File: config.mk
export PLATFORM = sky130hd
export DESIGN_NAME = rgb_to_hsl
export DESIGN_NICKNAME = d
export VERILOG_FILES = /design/src/hdl/rth_pkg.sv /design/src/hdl/rgb_to_hsl.sv /design/src/hdl/rth_div.sv
export SDC_FILE = /design/constraint.sdc
export NUM_CORES = 2
export LEC_CHECK = 0
export BUFFER_PORTS_ARGS = -buffer_cell sky130_fd_sc_hd__clkbuf_2
export CAP_MARGIN = 20
export CORE_ASPECT_RATIO = 1.4
export CORE_MARGIN = 8
export CORE_UTILIZATION = 65
export CTS_CLUSTER_DIAMETER = 50
export DETAILED_ROUTE_END_ITERATION = 6
export GPL_ROUTABILITY_DRIVEN = 0
export HOLD_SLACK_MARGIN = 0.06
export PLACE_DENSITY = 0.89
export SLEW_MARGIN = 25
export SYNTH_ARGS = -nofsm -noshare
export SYNTH_HDL_FRONTEND = slang
export SYNTH_SLANG_ARGS = --single-unit
export TNS_END_PERCENT = 30
File: constraint.sdc
create_clock -name clk_i -period 33.7 [get_ports clk_i]
set_clock_uncertainty 0.1 [all_clocks]
set_input_delay 6.74 -clock clk_i [delete_from_list [all_inputs] [get_ports clk_i]]
set_output_delay 6.74 -clock clk_i [all_outputs]
set_load 0.1 [all_outputs]
File: src/hdl/rth_pkg.sv
package rth_pkg;

  // default channel width
  localparam int unsigned CHANNEL_BITS_DEF = 8;

  // quotient bits of both dividers, one bit resolved per pipeline stage
  localparam int unsigned DIV_BITS = 16;

  localparam int unsigned HUE_BITS = 13;
  localparam int unsigned SAT_BITS = 16;

  // 60 degrees in sixteenths of a degree
  localparam logic [9:0] HUE_SIXTH = 10'd960;

  localparam logic [HUE_BITS-1:0] HUE_RED_BASE   = 13'd0;
  localparam logic [HUE_BITS-1:0] HUE_GREEN_BASE = 13'd1920;
  localparam logic [HUE_BITS-1:0] HUE_BLUE_BASE  = 13'd3840;
  localparam logic [HUE_BITS-1:0] HUE_FULL       = 13'd5760;

  // which sextant offset the hue starts from
  typedef enum logic [1:0] {
    HB_RED,
    HB_RED_WRAP,
    HB_GREEN,
    HB_BLUE
  } hue_base_e;

  function automatic logic [HUE_BITS-1:0] hue_base(input hue_base_e sel);
    logic [HUE_BITS-1:0] base;
    case (sel)
      HB_RED:      base = HUE_RED_BASE;
      HB_RED_WRAP: base = HUE_FULL;
      HB_GREEN:    base = HUE_GREEN_BASE;
      HB_BLUE:     base = HUE_BLUE_BASE;
      default:     base = HUE_RED_BASE;
    endcase
    return base;
  endfunction

endpackage

File: src/hdl/rgb_to_hsl.sv
// rgb to hsl converter, fully pipelined: one pixel beat is taken every clock while the output
// is not stalled. the pipeline is built around the two 16-stage restoring dividers (saturation
// and hue), which resolve one quotient bit per stage; an input register, a max/min stage, a
// scaling stage and the output register add four more. a stall at the output only holds the
// stages that are full, so bubbles are squeezed out and the input keeps taking beats while the
// pipeline has room. lightness comes out as max + min (divide by 2*(2^CHANNEL_BITS-1) for the
// real value), saturation scaled so 65535 means one, hue in sixteenths of a degree (0..5759). a
// grey pixel gives hue and saturation zero.
module rgb_to_hsl #(
  parameter int unsigned CHANNEL_BITS = rth_pkg::CHANNEL_BITS_DEF
) (
  input  logic clk_i,
  input  logic rst_ni,
  input  logic s_axis_tvalid_i,
  output logic s_axis_tready_o,
  // red, green, blue from the lowest bit up, zero padded to whole bytes
  input  logic [((3*CHANNEL_BITS+7)/8)*8-1:0] s_axis_tdata_i,
  output logic m_axis_tvalid_o,
  input  logic m_axis_tready_i,
  // hue (13), saturation (16), lightness_sum (CHANNEL_BITS+1) from the lowest bit up, zero padded
  output logic [((rth_pkg::HUE_BITS+rth_pkg::SAT_BITS+CHANNEL_BITS+1+7)/8)*8-1:0] m_axis_tdata_o
);
  import rth_pkg::*;

  localparam int unsigned CB    = CHANNEL_BITS;
  localparam int unsigned NW    = CB + DIV_BITS;
  localparam int unsigned OUT_W = ((HUE_BITS + SAT_BITS + CB + 1 + 7) / 8) * 8;
  localparam int unsigned PAD_W = OUT_W - (HUE_BITS + SAT_BITS + CB + 1);
  // side info riding along the dividers: lightness sum, subtract flag, base select, grey
  localparam int unsigned SW    = CB + 1 + 1 + 2 + 1;

  localparam logic [CB-1:0] CHAN_MAX = {CB{1'b1}};
  localparam logic [CB:0]   TWO_MAX  = {CHAN_MAX, 1'b0};

  // stage a: input register
  logic          va_q;
  logic [CB-1:0] r_q, g_q, b_q;
  logic          en_a, en_b, en_c, en_o;

  // stage b: max/min, sextant and difference
  logic          vb_q;
  logic [CB-1:0] b_delta_q, b_den_q, b_diff_q;
  logic [CB:0]   b_sum_q;
  logic          b_neg_q, b_grey_q;
  hue_base_e     b_sel_q;

  logic [CB-1:0] mx, mn, delta_d, den_d, diff_d, sa, sb;
  logic [CB:0]   sum_d, den_full;
  logic          neg_d;
  hue_base_e     sel_d;

  // stage c: numerator scaling
  logic          vc_q;
  logic [NW-1:0] c_snum_q, c_hnum_q;
  logic [CB-1:0] c_sden_q, c_hden_q;
  logic [SW-1:0] c_side_q;

  // divider handshake
  logic                div_in_ready, div_out_valid;
  logic [DIV_BITS-1:0] sat_quo, hue_quo;
  logic [SW-1:0]       div_side;

  // output register
  logic                ov_q;
  logic [HUE_BITS-1:0] hue_q, hue_d;
  logic [SAT_BITS-1:0] sat_q;
  logic [CB:0]         lsum_q;
  logic                o_grey, o_neg;
  hue_base_e           o_sel;
  logic [CB:0]         o_sum;

  assign en_o = !ov_q || m_axis_tready_i;
  assign en_c = !vc_q || div_in_ready;
  assign en_b = !vb_q || en_c;
  assign en_a = !va_q || en_b;
  assign s_axis_tready_o = en_a;

  always_ff @(posedge clk_i or negedge rst_ni) begin
    if (!rst_ni) begin
      va_q <= 1'b0;
    end else if (en_a) begin
      va_q <= s_axis_tvalid_i;
    end
  end

  always_ff @(posedge clk_i) begin
    if (en_a) begin
      r_q <= s_axis_tdata_i[CB-1:0];
      g_q <= s_axis_tdata_i[2*CB-1:CB];
      b_q <= s_axis_tdata_i[3*CB-1:2*CB];
    end
  end

  // max/min with blue over green over red on a tie for the maximum
  always_comb begin
    mx = r_q;
    mn = r_q;
    if (g_q > mx) mx = g_q;
    if (b_q > mx) mx = b_q;
    if (g_q < mn) mn = g_q;
    if (b_q < mn) mn = b_q;
    delta_d  = mx - mn;
    sum_d    = {1'b0, mx} + {1'b0, mn};
    den_full = TWO_MAX - sum_d;
    den_d    = (sum_d <= {1'b0, CHAN_MAX}) ? sum_d[CB-1:0] : den_full[CB-1:0];

    if (b_q == mx) begin
      sel_d = HB_BLUE;
      sa    = r_q;
      sb    = g_q;
    end else if (g_q == mx) begin
      sel_d = HB_GREEN;
      sa    = b_q;
      sb    = r_q;
    end else if (g_q >= b_q) begin
      sel_d = HB_RED;
      sa    = g_q;
      sb    = b_q;
    end else begin
      sel_d = HB_RED_WRAP;
      sa    = g_q;
      sb    = b_q;
    end
    // negative offsets use a ceiling quotient, then subtract from the base
    neg_d  = sa < sb;
    diff_d = neg_d ? sb - sa : sa - sb;
  end

  always_ff @(posedge clk_i or negedge rst_ni) begin
    if (!rst_ni) begin
      vb_q <= 1'b0;
    end else if (en_b) begin
      vb_q <= va_q;
    end
  end

  always_ff @(posedge clk_i) begin
    if (en_b) begin
      b_delta_q <= delta_d;
      b_den_q   <= den_d;
      b_diff_q  <= diff_d;
      b_sum_q   <= sum_d;
      b_neg_q   <= neg_d;
      b_grey_q  <= delta_d == '0;
      b_sel_q   <= sel_d;
    end
  end

  // 65535*delta as a shift and subtract; 960*diff plus delta-1 for a ceiling on negatives
  always_ff @(posedge clk_i or negedge rst_ni) begin
    if (!rst_ni) begin
      vc_q <= 1'b0;
    end else if (en_c) begin
      vc_q <= vb_q;
    end
  end

  always_ff @(posedge clk_i) begin
    if (en_c) begin
      c_snum_q <= {b_delta_q, {DIV_BITS{1'b0}}} - {{DIV_BITS{1'b0}}, b_delta_q};
      c_hnum_q <= {{DIV_BITS{1'b0}}, b_diff_q} * {{(NW-10){1'b0}}, HUE_SIXTH}
                + (b_neg_q ? {{DIV_BITS{1'b0}}, b_delta_q - 1'b1} : '0);
      c_sden_q <= b_den_q;
      c_hden_q <= b_delta_q;
      c_side_q <= {b_grey_q, b_sel_q, b_neg_q, b_sum_q};
    end
  end

  rth_div #(
    .CHANNEL_BITS (CB),
    .SIDE_BITS    (SW)
  ) u_div (
    .clk_i       (clk_i),
    .rst_ni      (rst_ni),
    .in_valid_i  (vc_q),
    .in_ready_o  (div_in_ready),
    .sat_num_i   (c_snum_q),
    .sat_den_i   (c_sden_q),
    .hue_num_i   (c_hnum_q),
    .hue_den_i   (c_hden_q),
    .side_i      (c_side_q),
    .out_valid_o (div_out_valid),
    .out_ready_i (en_o),
    .sat_quo_o   (sat_quo),
    .hue_quo_o   (hue_quo),
    .side_o      (div_side)
  );

  assign o_grey = div_side[SW-1];
  assign o_sel  = hue_base_e'(div_side[SW-2:SW-3]);
  assign o_neg  = div_side[CB+1];
  assign o_sum  = div_side[CB:0];

  always_comb begin
    if (o_grey) begin
      hue_d = '0;
    end else if (o_neg) begin
      hue_d = hue_base(o_sel) - hue_quo[HUE_BITS-1:0];
    end else begin
      hue_d = hue_base(o_sel) + hue_quo[HUE_BITS-1:0];
    end
  end

  always_ff @(posedge clk_i or negedge rst_ni) begin
    if (!rst_ni) begin
      ov_q <= 1'b0;
    end else if (en_o) begin
      ov_q <= div_out_valid;
    end
  end

  always_ff @(posedge clk_i) begin
    if (en_o) begin
      hue_q  <= hue_d;
      sat_q  <= o_grey ? '0 : sat_quo;
      lsum_q <= o_sum;
    end
  end

  assign m_axis_tvalid_o = ov_q;
  assign m_axis_tdata_o  = {{PAD_W{1'b0}}, lsum_q, sat_q, hue_q};

`ifndef SYNTHESIS
  // hue always wraps into one turn
  a_hue_range: assert property (@(posedge clk_i) disable iff (!rst_ni)
    ov_q |-> hue_q < HUE_FULL)
    else $error("hue out of range");

  // lightness sum never exceeds twice the channel maximum
  a_lsum_range: assert property (@(posedge clk_i) disable iff (!rst_ni)
    ov_q |-> lsum_q <= TWO_MAX)
    else $error("lightness sum out of range");

  // a pixel with nonzero hue always has nonzero saturation
  a_hue_sat: assert property (@(posedge clk_i) disable iff (!rst_ni)
    (ov_q && hue_q != '0) |-> sat_q != '0)
    else $error("hue without saturation");

  // the input only stalls when the output holds a beat that is not taken
  a_stall_cause: assert property (@(posedge clk_i) disable iff (!rst_ni)
    !s_axis_tready_o |-> (ov_q && !m_axis_tready_i))
    else $error("input stalled with room in the pipeline");
`endif

endmodule

File: src/hdl/rth_div.sv
module rth_div #(
  parameter int unsigned CHANNEL_BITS = rth_pkg::CHANNEL_BITS_DEF,
  parameter int unsigned SIDE_BITS    = 1
) (
  input  logic                               clk_i,
  input  logic                               rst_ni,
  input  logic                               in_valid_i,
  output logic                               in_ready_o,
  input  logic [CHANNEL_BITS+rth_pkg::DIV_BITS-1:0] sat_num_i,
  input  logic [CHANNEL_BITS-1:0]            sat_den_i,
  input  logic [CHANNEL_BITS+rth_pkg::DIV_BITS-1:0] hue_num_i,
  input  logic [CHANNEL_BITS-1:0]            hue_den_i,
  input  logic [SIDE_BITS-1:0]               side_i,
  output logic                               out_valid_o,
  input  logic                               out_ready_i,
  output logic [rth_pkg::DIV_BITS-1:0]       sat_quo_o,
  output logic [rth_pkg::DIV_BITS-1:0]       hue_quo_o,
  output logic [SIDE_BITS-1:0]               side_o
);
  import rth_pkg::*;

  localparam int unsigned NW = CHANNEL_BITS + DIV_BITS;

  logic [NW-1:0]           srem_q [DIV_BITS];
  logic [DIV_BITS-1:0]     squo_q [DIV_BITS];
  logic [CHANNEL_BITS-1:0] sden_q [DIV_BITS];
  logic [NW-1:0]           hrem_q [DIV_BITS];
  logic [DIV_BITS-1:0]     hquo_q [DIV_BITS];
  logic [CHANNEL_BITS-1:0] hden_q [DIV_BITS];
  logic [SIDE_BITS-1:0]    side_q [DIV_BITS];
  logic [DIV_BITS-1:0]     v_q;
  logic [DIV_BITS:0]       en;

  assign en[DIV_BITS] = out_ready_i;

  for (genvar k = 0; k < DIV_BITS; k++) begin : g_stage
    logic [NW-1:0]           srem_in, hrem_in, strial, htrial, srem_d, hrem_d;
    logic [DIV_BITS-1:0]     squo_in, hquo_in;
    logic [CHANNEL_BITS-1:0] sden_in, hden_in;
    logic [SIDE_BITS-1:0]    side_in;
    logic                    vin, sge, hge;

    if (k == 0) begin : g_first
      assign vin     = in_valid_i;
      assign srem_in = sat_num_i;
      assign hrem_in = hue_num_i;
      assign squo_in = '0;
      assign hquo_in = '0;
      assign sden_in = sat_den_i;
      assign hden_in = hue_den_i;
      assign side_in = side_i;
    end else begin : g_next
      assign vin     = v_q[k-1];
      assign srem_in = srem_q[k-1];
      assign hrem_in = hrem_q[k-1];
      assign squo_in = squo_q[k-1];
      assign hquo_in = hquo_q[k-1];
      assign sden_in = sden_q[k-1];
      assign hden_in = hden_q[k-1];
      assign side_in = side_q[k-1];
    end

    // restoring step for quotient bit DIV_BITS-1-k
    assign strial = {{DIV_BITS{1'b0}}, sden_in} << (DIV_BITS - 1 - k);
    assign htrial = {{DIV_BITS{1'b0}}, hden_in} << (DIV_BITS - 1 - k);
    assign sge    = srem_in >= strial;
    assign hge    = hrem_in >= htrial;
    assign srem_d = sge ? srem_in - strial : srem_in;
    assign hrem_d = hge ? hrem_in - htrial : hrem_in;

    assign en[k] = !v_q[k] || en[k+1];

    always_ff @(posedge clk_i or negedge rst_ni) begin
      if (!rst_ni) begin
        v_q[k] <= 1'b0;
      end else if (en[k]) begin
        v_q[k] <= vin;
      end
    end

    always_ff @(posedge clk_i) begin
      if (en[k]) begin
        srem_q[k] <= srem_d;
        hrem_q[k] <= hrem_d;
        squo_q[k] <= {squo_in[DIV_BITS-2:0], sge};
        hquo_q[k] <= {hquo_in[DIV_BITS-2:0], hge};
        sden_q[k] <= sden_in;
        hden_q[k] <= hden_in;
        side_q[k] <= side_in;
      end
    end
  end

  assign in_ready_o  = en[0];
  assign out_valid_o = v_q[DIV_BITS-1];
  assign sat_quo_o   = squo_q[DIV_BITS-1];
  assign hue_quo_o   = hquo_q[DIV_BITS-1];
  assign side_o      = side_q[DIV_BITS-1];

endmodule
# After elaboration in Yosys (flattened, before gate mapping)
# Memories as Yosys holds them, arrays and structs flattened. A register that Yosys moved wholly into a read port is not among the register bits.
# Index checks and enable logic that the tools add are counted.
# word_totals
regBits,180
ram_bits,1744
output_inout_bits,42
word_cells,258
mem_count,7
# memory_table
memory,words,word_bits,read_ports,rd_clocked_by_memory_dff,write_ports,line,rtl
u_div.hrem_q,16,24,15,0,16,rth_div.sv:27,logic [NW-1:0] hrem_q [DIV_BITS];
u_div.srem_q,16,24,15,0,16,rth_div.sv:24,logic [NW-1:0] srem_q [DIV_BITS];
u_div.hquo_q,16,16,16,0,16,rth_div.sv:28,logic [DIV_BITS-1:0] hquo_q [DIV_BITS];
u_div.squo_q,16,16,16,1,16,rth_div.sv:25,logic [DIV_BITS-1:0] squo_q [DIV_BITS];
u_div.side_q,16,13,16,0,16,rth_div.sv:30,logic [SIDE_BITS-1:0] side_q [DIV_BITS];
u_div.hden_q,16,8,15,0,16,rth_div.sv:29,logic [CHANNEL_BITS-1:0] hden_q [DIV_BITS];
+1 memories,--,--,--,--,--,--,
# classes
n_addsub,42
n_mul,1
n_lt_le_gt_ge,39
n_eq_ne,5
muxes,83
n_reduce_logical,43
# op_table
cell,count
2-to-1 mux 24 bit,32
2-to-1 mux 8 bit,11
subtractor 24 x 8 -> 24 bit,3
2-to-1 mux 13 bit,5
one-hot mux 13 bit (4 select lines),1
>= comparator 24 x 10 -> 1 bit,2
>= comparator 24 x 11 -> 1 bit,2
>= comparator 24 x 12 -> 1 bit,2
>= comparator 24 x 13 -> 1 bit,2
>= comparator 24 x 14 -> 1 bit,2
>= comparator 24 x 15 -> 1 bit,2
>= comparator 24 x 16 -> 1 bit,2
>= comparator 24 x 17 -> 1 bit,2
>= comparator 24 x 18 -> 1 bit,2
>= comparator 24 x 19 -> 1 bit,2
>= comparator 24 x 20 -> 1 bit,2
>= comparator 24 x 21 -> 1 bit,2
>= comparator 24 x 22 -> 1 bit,2
>= comparator 24 x 23 -> 1 bit,2
>= comparator 24 x 8 -> 1 bit,2
>= comparator 24 x 9 -> 1 bit,2
subtractor 24 x 10 -> 24 bit,2
subtractor 24 x 11 -> 24 bit,2
subtractor 24 x 12 -> 24 bit,2
33 further kinds,123

# Logic depth before layout (Yosys ltp)
# depth
depth_word,21
mapped_depth,37
mapped_depth_nobuf,31

# Cells and area by module
# Synthesis repeated with hierarchy kept, for this count alone.
# unflattened
hier_cells,5344
area_unflattened_um2,74137.4
# by_module_without_submodules
module,n_inst,cells_each,area_per_inst_um2,seq_area_each_um2
rth_div,1,4442,63845.0,43641.9
rgb_to_hsl,1,902,10292.4,5054.8

# Worst setup path before layout
# No wires, ideal clock.
# synth_timing
kind,input port to output port
from,input port m_axis_tready_i
to,output port s_axis_tready_o
t_arrival_ps,14965
required_time_ps,26860
setup_slack_ps,11895
cell_stages,8
n_path_buf,0
cell_sequence,nor2b_1 -> nand2_1 -> nor2_1 -> nand2_1 -> nor3_1 -> nand3_1 -> nor2_1 -> nand4_1
# synth_via
elab_chain_cells,20
# synth_rtl
item,line,rtl
"start, declared",rgb_to_hsl.sv:19,"input logic m_axis_tready_i,"
logical OR 1 bit,rgb_to_hsl.sv:72,assign en_o = !ov_q || m_axis_tready_i;
logical OR 1 bit,rth_div.sv:71,assign en[k] = !v_q[k] || en[k+1];
net u_div.en[15],rth_div.sv:32,logic [DIV_BITS:0] en;
logical OR 1 bit (4 in a row),rth_div.sv:71,
net u_div.en[11],rth_div.sv:32,
logical OR 1 bit (10 in a row),rth_div.sv:71,
net u_div.en[1],rth_div.sv:32,
logical OR 1 bit,rth_div.sv:71,
logical OR 1 bit,rgb_to_hsl.sv:73,assign en_c = !vc_q || div_in_ready;
logical OR 1 bit,rgb_to_hsl.sv:74,assign en_b = !vb_q || en_c;
logical OR 1 bit,rgb_to_hsl.sv:75,assign en_a = !va_q || en_b;
"end, declared",rgb_to_hsl.sv:15,"output logic s_axis_tready_o,"
# The timed path passes the listed nets, and every way through them passes these cells.

# Final worst setup path
# Same ends and word-level chain as after synthesis.

==> flow_summary_export.csv <==
group,metric,value,unit
cells_and_area,final_common_cell,"edfxtp_1",
status,status,"finished, final reports clean",
timing,hold_viol,0,
hold_path,min_path_cells,0,
detailed_routing,routed_wl,130.5,mm
critical_path,cp_top_family,"simple AND/OR/NAND/NOR gates",
floorplanning,die_w,292.7,microns
clock_tree,ctsResizeCount,0,
critical_path,cpPeakStageDelay,0.60,ns
global_route,globalRouteTotalUtil,0.2188,
yosys,avgSynthCellArea,13.56,sq um
detailed_routing,via_per_inst,6.003,
clock_tree,clkLatencyLatePin,0.78,ns
detailed_routing,drc,0,
floorplanning,initial_utilization,0.6533,
clock_tree,cts.sinks,1532,
critical_path,reg2reg_depth,32,
clock_tree,cts_tree,"yes",
cells_and_area,drive_gt1_frac,0.07004,
detailed_routing,final_antenna_net_count,0,
timing,rsz0062_at_grt,"false",
critical_path,reg2reg_to,"b_diff_q[5]$_DFFE_PP_",
critical_path,r2r_start,"r_q[7]$_DFFE_PP_",
critical_path,arrival,11.16,ns
detailed_routing,wl_per_cell,19.29,microns
clock_tree,cts_root_buffer,"clkbuf_16",
clock_tree,clockBufferDepth,3,
critical_path,startpoint_type,"input port",
timing,final.period_utilization,0.5341,
critical_path,crit_buf_inv,5,
timing,clock.fmax,55.56,MHz
yosys,syn-cell-area,69650,sq um
yosys,synth_top_area_frac,0.6519,
hold_path,min-delay-path-class,"reg -> reg",
global_route,first_global_vias,43040,
global_route,grt_pass1_wl,208.9,mm
yosys,synth_cell_type_count,85,
critical_path,crit_path_top_delay_cell,"nor2_1",
critical_path,cp-end-kind,"primary output",
critical_path,ff2ff_setup_slack,25.36,ns
clock_tree,cts_setup_buffers,0,
yosys,synth_warnings,0,
yosys,synth_edf_count,1512,
floorplanning,core-area,106600,sq um
floorplanning,rows,142,
critical_path,crit_path_frequent_cell,"buf_4",
timing,maxSlewViolCount,0,
detailed_routing,dr.pass1.iters,6,
yosys,async_flop_share,0.01305,
yosys,synth_area_leader_cell,"edfxtp_1",
timing,tightest_slew,1.018,ns
timing,setup_violations,0,
detailed_routing,drt_iter0_drc,2853,
global_route,grt_max_degree,95,
timing,period_needed,18.00,ns
floorplanning,ios,70,
clock_tree,ctsHoldBuffers,0,
global_route,antenna_found_initial,1,
placed_design,portBuffers,67,
yosys,ys_ff_latch,1532,
global_route,grt_overflow_total,0,
hold_path,holdPathEnd,"u_div.hquo_q[1][56]$_DFFE_PP_",
critical_path,cp.required,26.86,ns
placed_design,place_hpwl,88.62,mm
critical_path,path_max_fanout,77,
detailed_routing,num_vias,40610,
yosys,syn_inst,5137,
floorplanning,die_y,403.3,microns
cells_and_area,syn_to_final_growth,9.625,%
clock_tree,clk_pin_slew,0.07,ns
clock_tree,cts_max_level,4,
hold_path,worstHoldStart,"u_div.hquo_q[1][39]$_DFFE_PP_",
floorplanning,die_area,118000,sq um
yosys,synthTopCellsByArea,"edfxtp_1 65%, ha_1 6.2%, xnor2_1 3.3%",
yosys,yosys_most_used_dff,"edfxtp_1",
timing,max_slew_margin,0.3038,
clock_tree,cts_buffers,138,
cells_and_area,nets,5709,
yosys,seq_area_frac_synth,0.6591,
critical_path,cp_cell_sequence,"clkbuf_2 -> nor2b_1 -> nand2_4 -> nor2_1 -> nand2_4 -> nor3_1 -> buf_4 -> nand3_4 -> buf_4 -> nor2_1 -> nand4_1 -> buf_4 -> clkbuf_2",
timing,setup-tns-final,0,ns
flow_run,maxCapViolCount,0,
critical_path,critical_path_class,"in -> out",
cells_and_area,final_cell_mix,"1512 x edfxtp_1, 452 x inv_1, 371 x nor2_1",
routing by layer:
| metal | global-route usage | vias to the layer above | wire length (microns) |
|---|---|---|---|
| li1 | - | 19040 | - |
| met1 | 0.1903 | 19750 | 41230 |
| met2 | 0.4497 | 1340 | 75970 |
| met3 | 0.03436 | 493 | 5003 |
| met4 | 0.1353 | 0 | 8286 |
| met5 | 0 | - | 0 |
how the worst max path moves through the flow:
stage / startpoint / endpoint / cells after the start
finish: m_axis_tready_i / s_axis_tready_o / 13
global route: m_axis_tready_i / s_axis_tready_o / 13
CTS: m_axis_tready_i / s_axis_tready_o / 13
detailed placement: m_axis_tready_i / s_axis_tready_o / 13
global placement: m_axis_tready_i / s_axis_tready_o / 13
floorplan: m_axis_tready_i / s_axis_tready_o / 8
cells by family after synthesis:
| group | share of synthesized area |
|---|---|
| compound gates | 0.07348 |
| xor+xnor | 0.05458 |
| fa+ha+maj | 0.07560 |
| buf+inv | 0.02950 |
| flops | 0.6591 |
| mux | 0.01006 |
| other cells | 0.00005384 |
| simple gates | 0.09766 |
area by class of cell:
class                   count  area, sq um
well taps                1368         1712
clock inverters            79         1028
diodes                      1        2.502
flip-flops and latches   1532        45900
clock buffers             169         3590
repair buffers             94        564.3
multi-input cells        3065        21830
inverters                 458         1722
fillers                  5969        30250
stage by stage:
step                        util  cells  worst slack (ns)  area [sq um]  hold WS, ns
after CTS                 0.7156   6764             15.29         76290       0.2963
final                     0.7162   6766             15.70         76350       0.3002
after global routing      0.7162   6766             15.28         76350       0.3057
after global placement    0.6722   6516             15.52         71660       0.3000
after detailed placement  0.6723   6516             15.40         71670       0.3045
after floorplan                -   5138             11.89         69650       0.3003
worst register-to-register path: cells and delay by family, from the launching register on:
kind / cells / cell delay (ns)
xor+xnor: 1 / 0.09
simple gates: 9 / 2.29
compound gates: 14 / 2.73
mux: 1 / 0.40
fa+ha+maj: 3 / 1.11
flops: 1 / 0.55
buf+inv: 4 / 0.83
cell usage after synthesis, drive strengths merged (20+ instances only):
cell type     n
a211oi       24
a21boi       46
a21o        115
a21oi       264
clkbuf       68
dfrtp        20
edfxtp     1512
fa           48
ha          344
inv         457
mux2         24
mux2i        43
nand2       280
nand2b       96
nand3        50
nand4        48
nor2        373
nor2b       100
nor3        104
nor4        104
o21a         20
o21ai       228
o31ai        31
or2          21
or3          32
or4          21
xnor2       261
xor2        173
state kept, by name (all words and copies together), names as in the netlist, 9 cells and up:
name               count
lsum_q                 9
u_div.hquo_q          91
u_div.srem_q         342
u_div.side_q         193
c_hnum_q              19
u_div.sden_q         112
u_div.hrem_q         360
c_side_q              12
sat_q                 16
hue_q                 13
u_div.squo_q         136
c_snum_q              23
u_div.g_stage.vin     15
u_div.hden_q         113
Power is left out: the tool's default activity adds up to more than one toggle a clock period on the data nets, which glitch-free logic cannot reach.
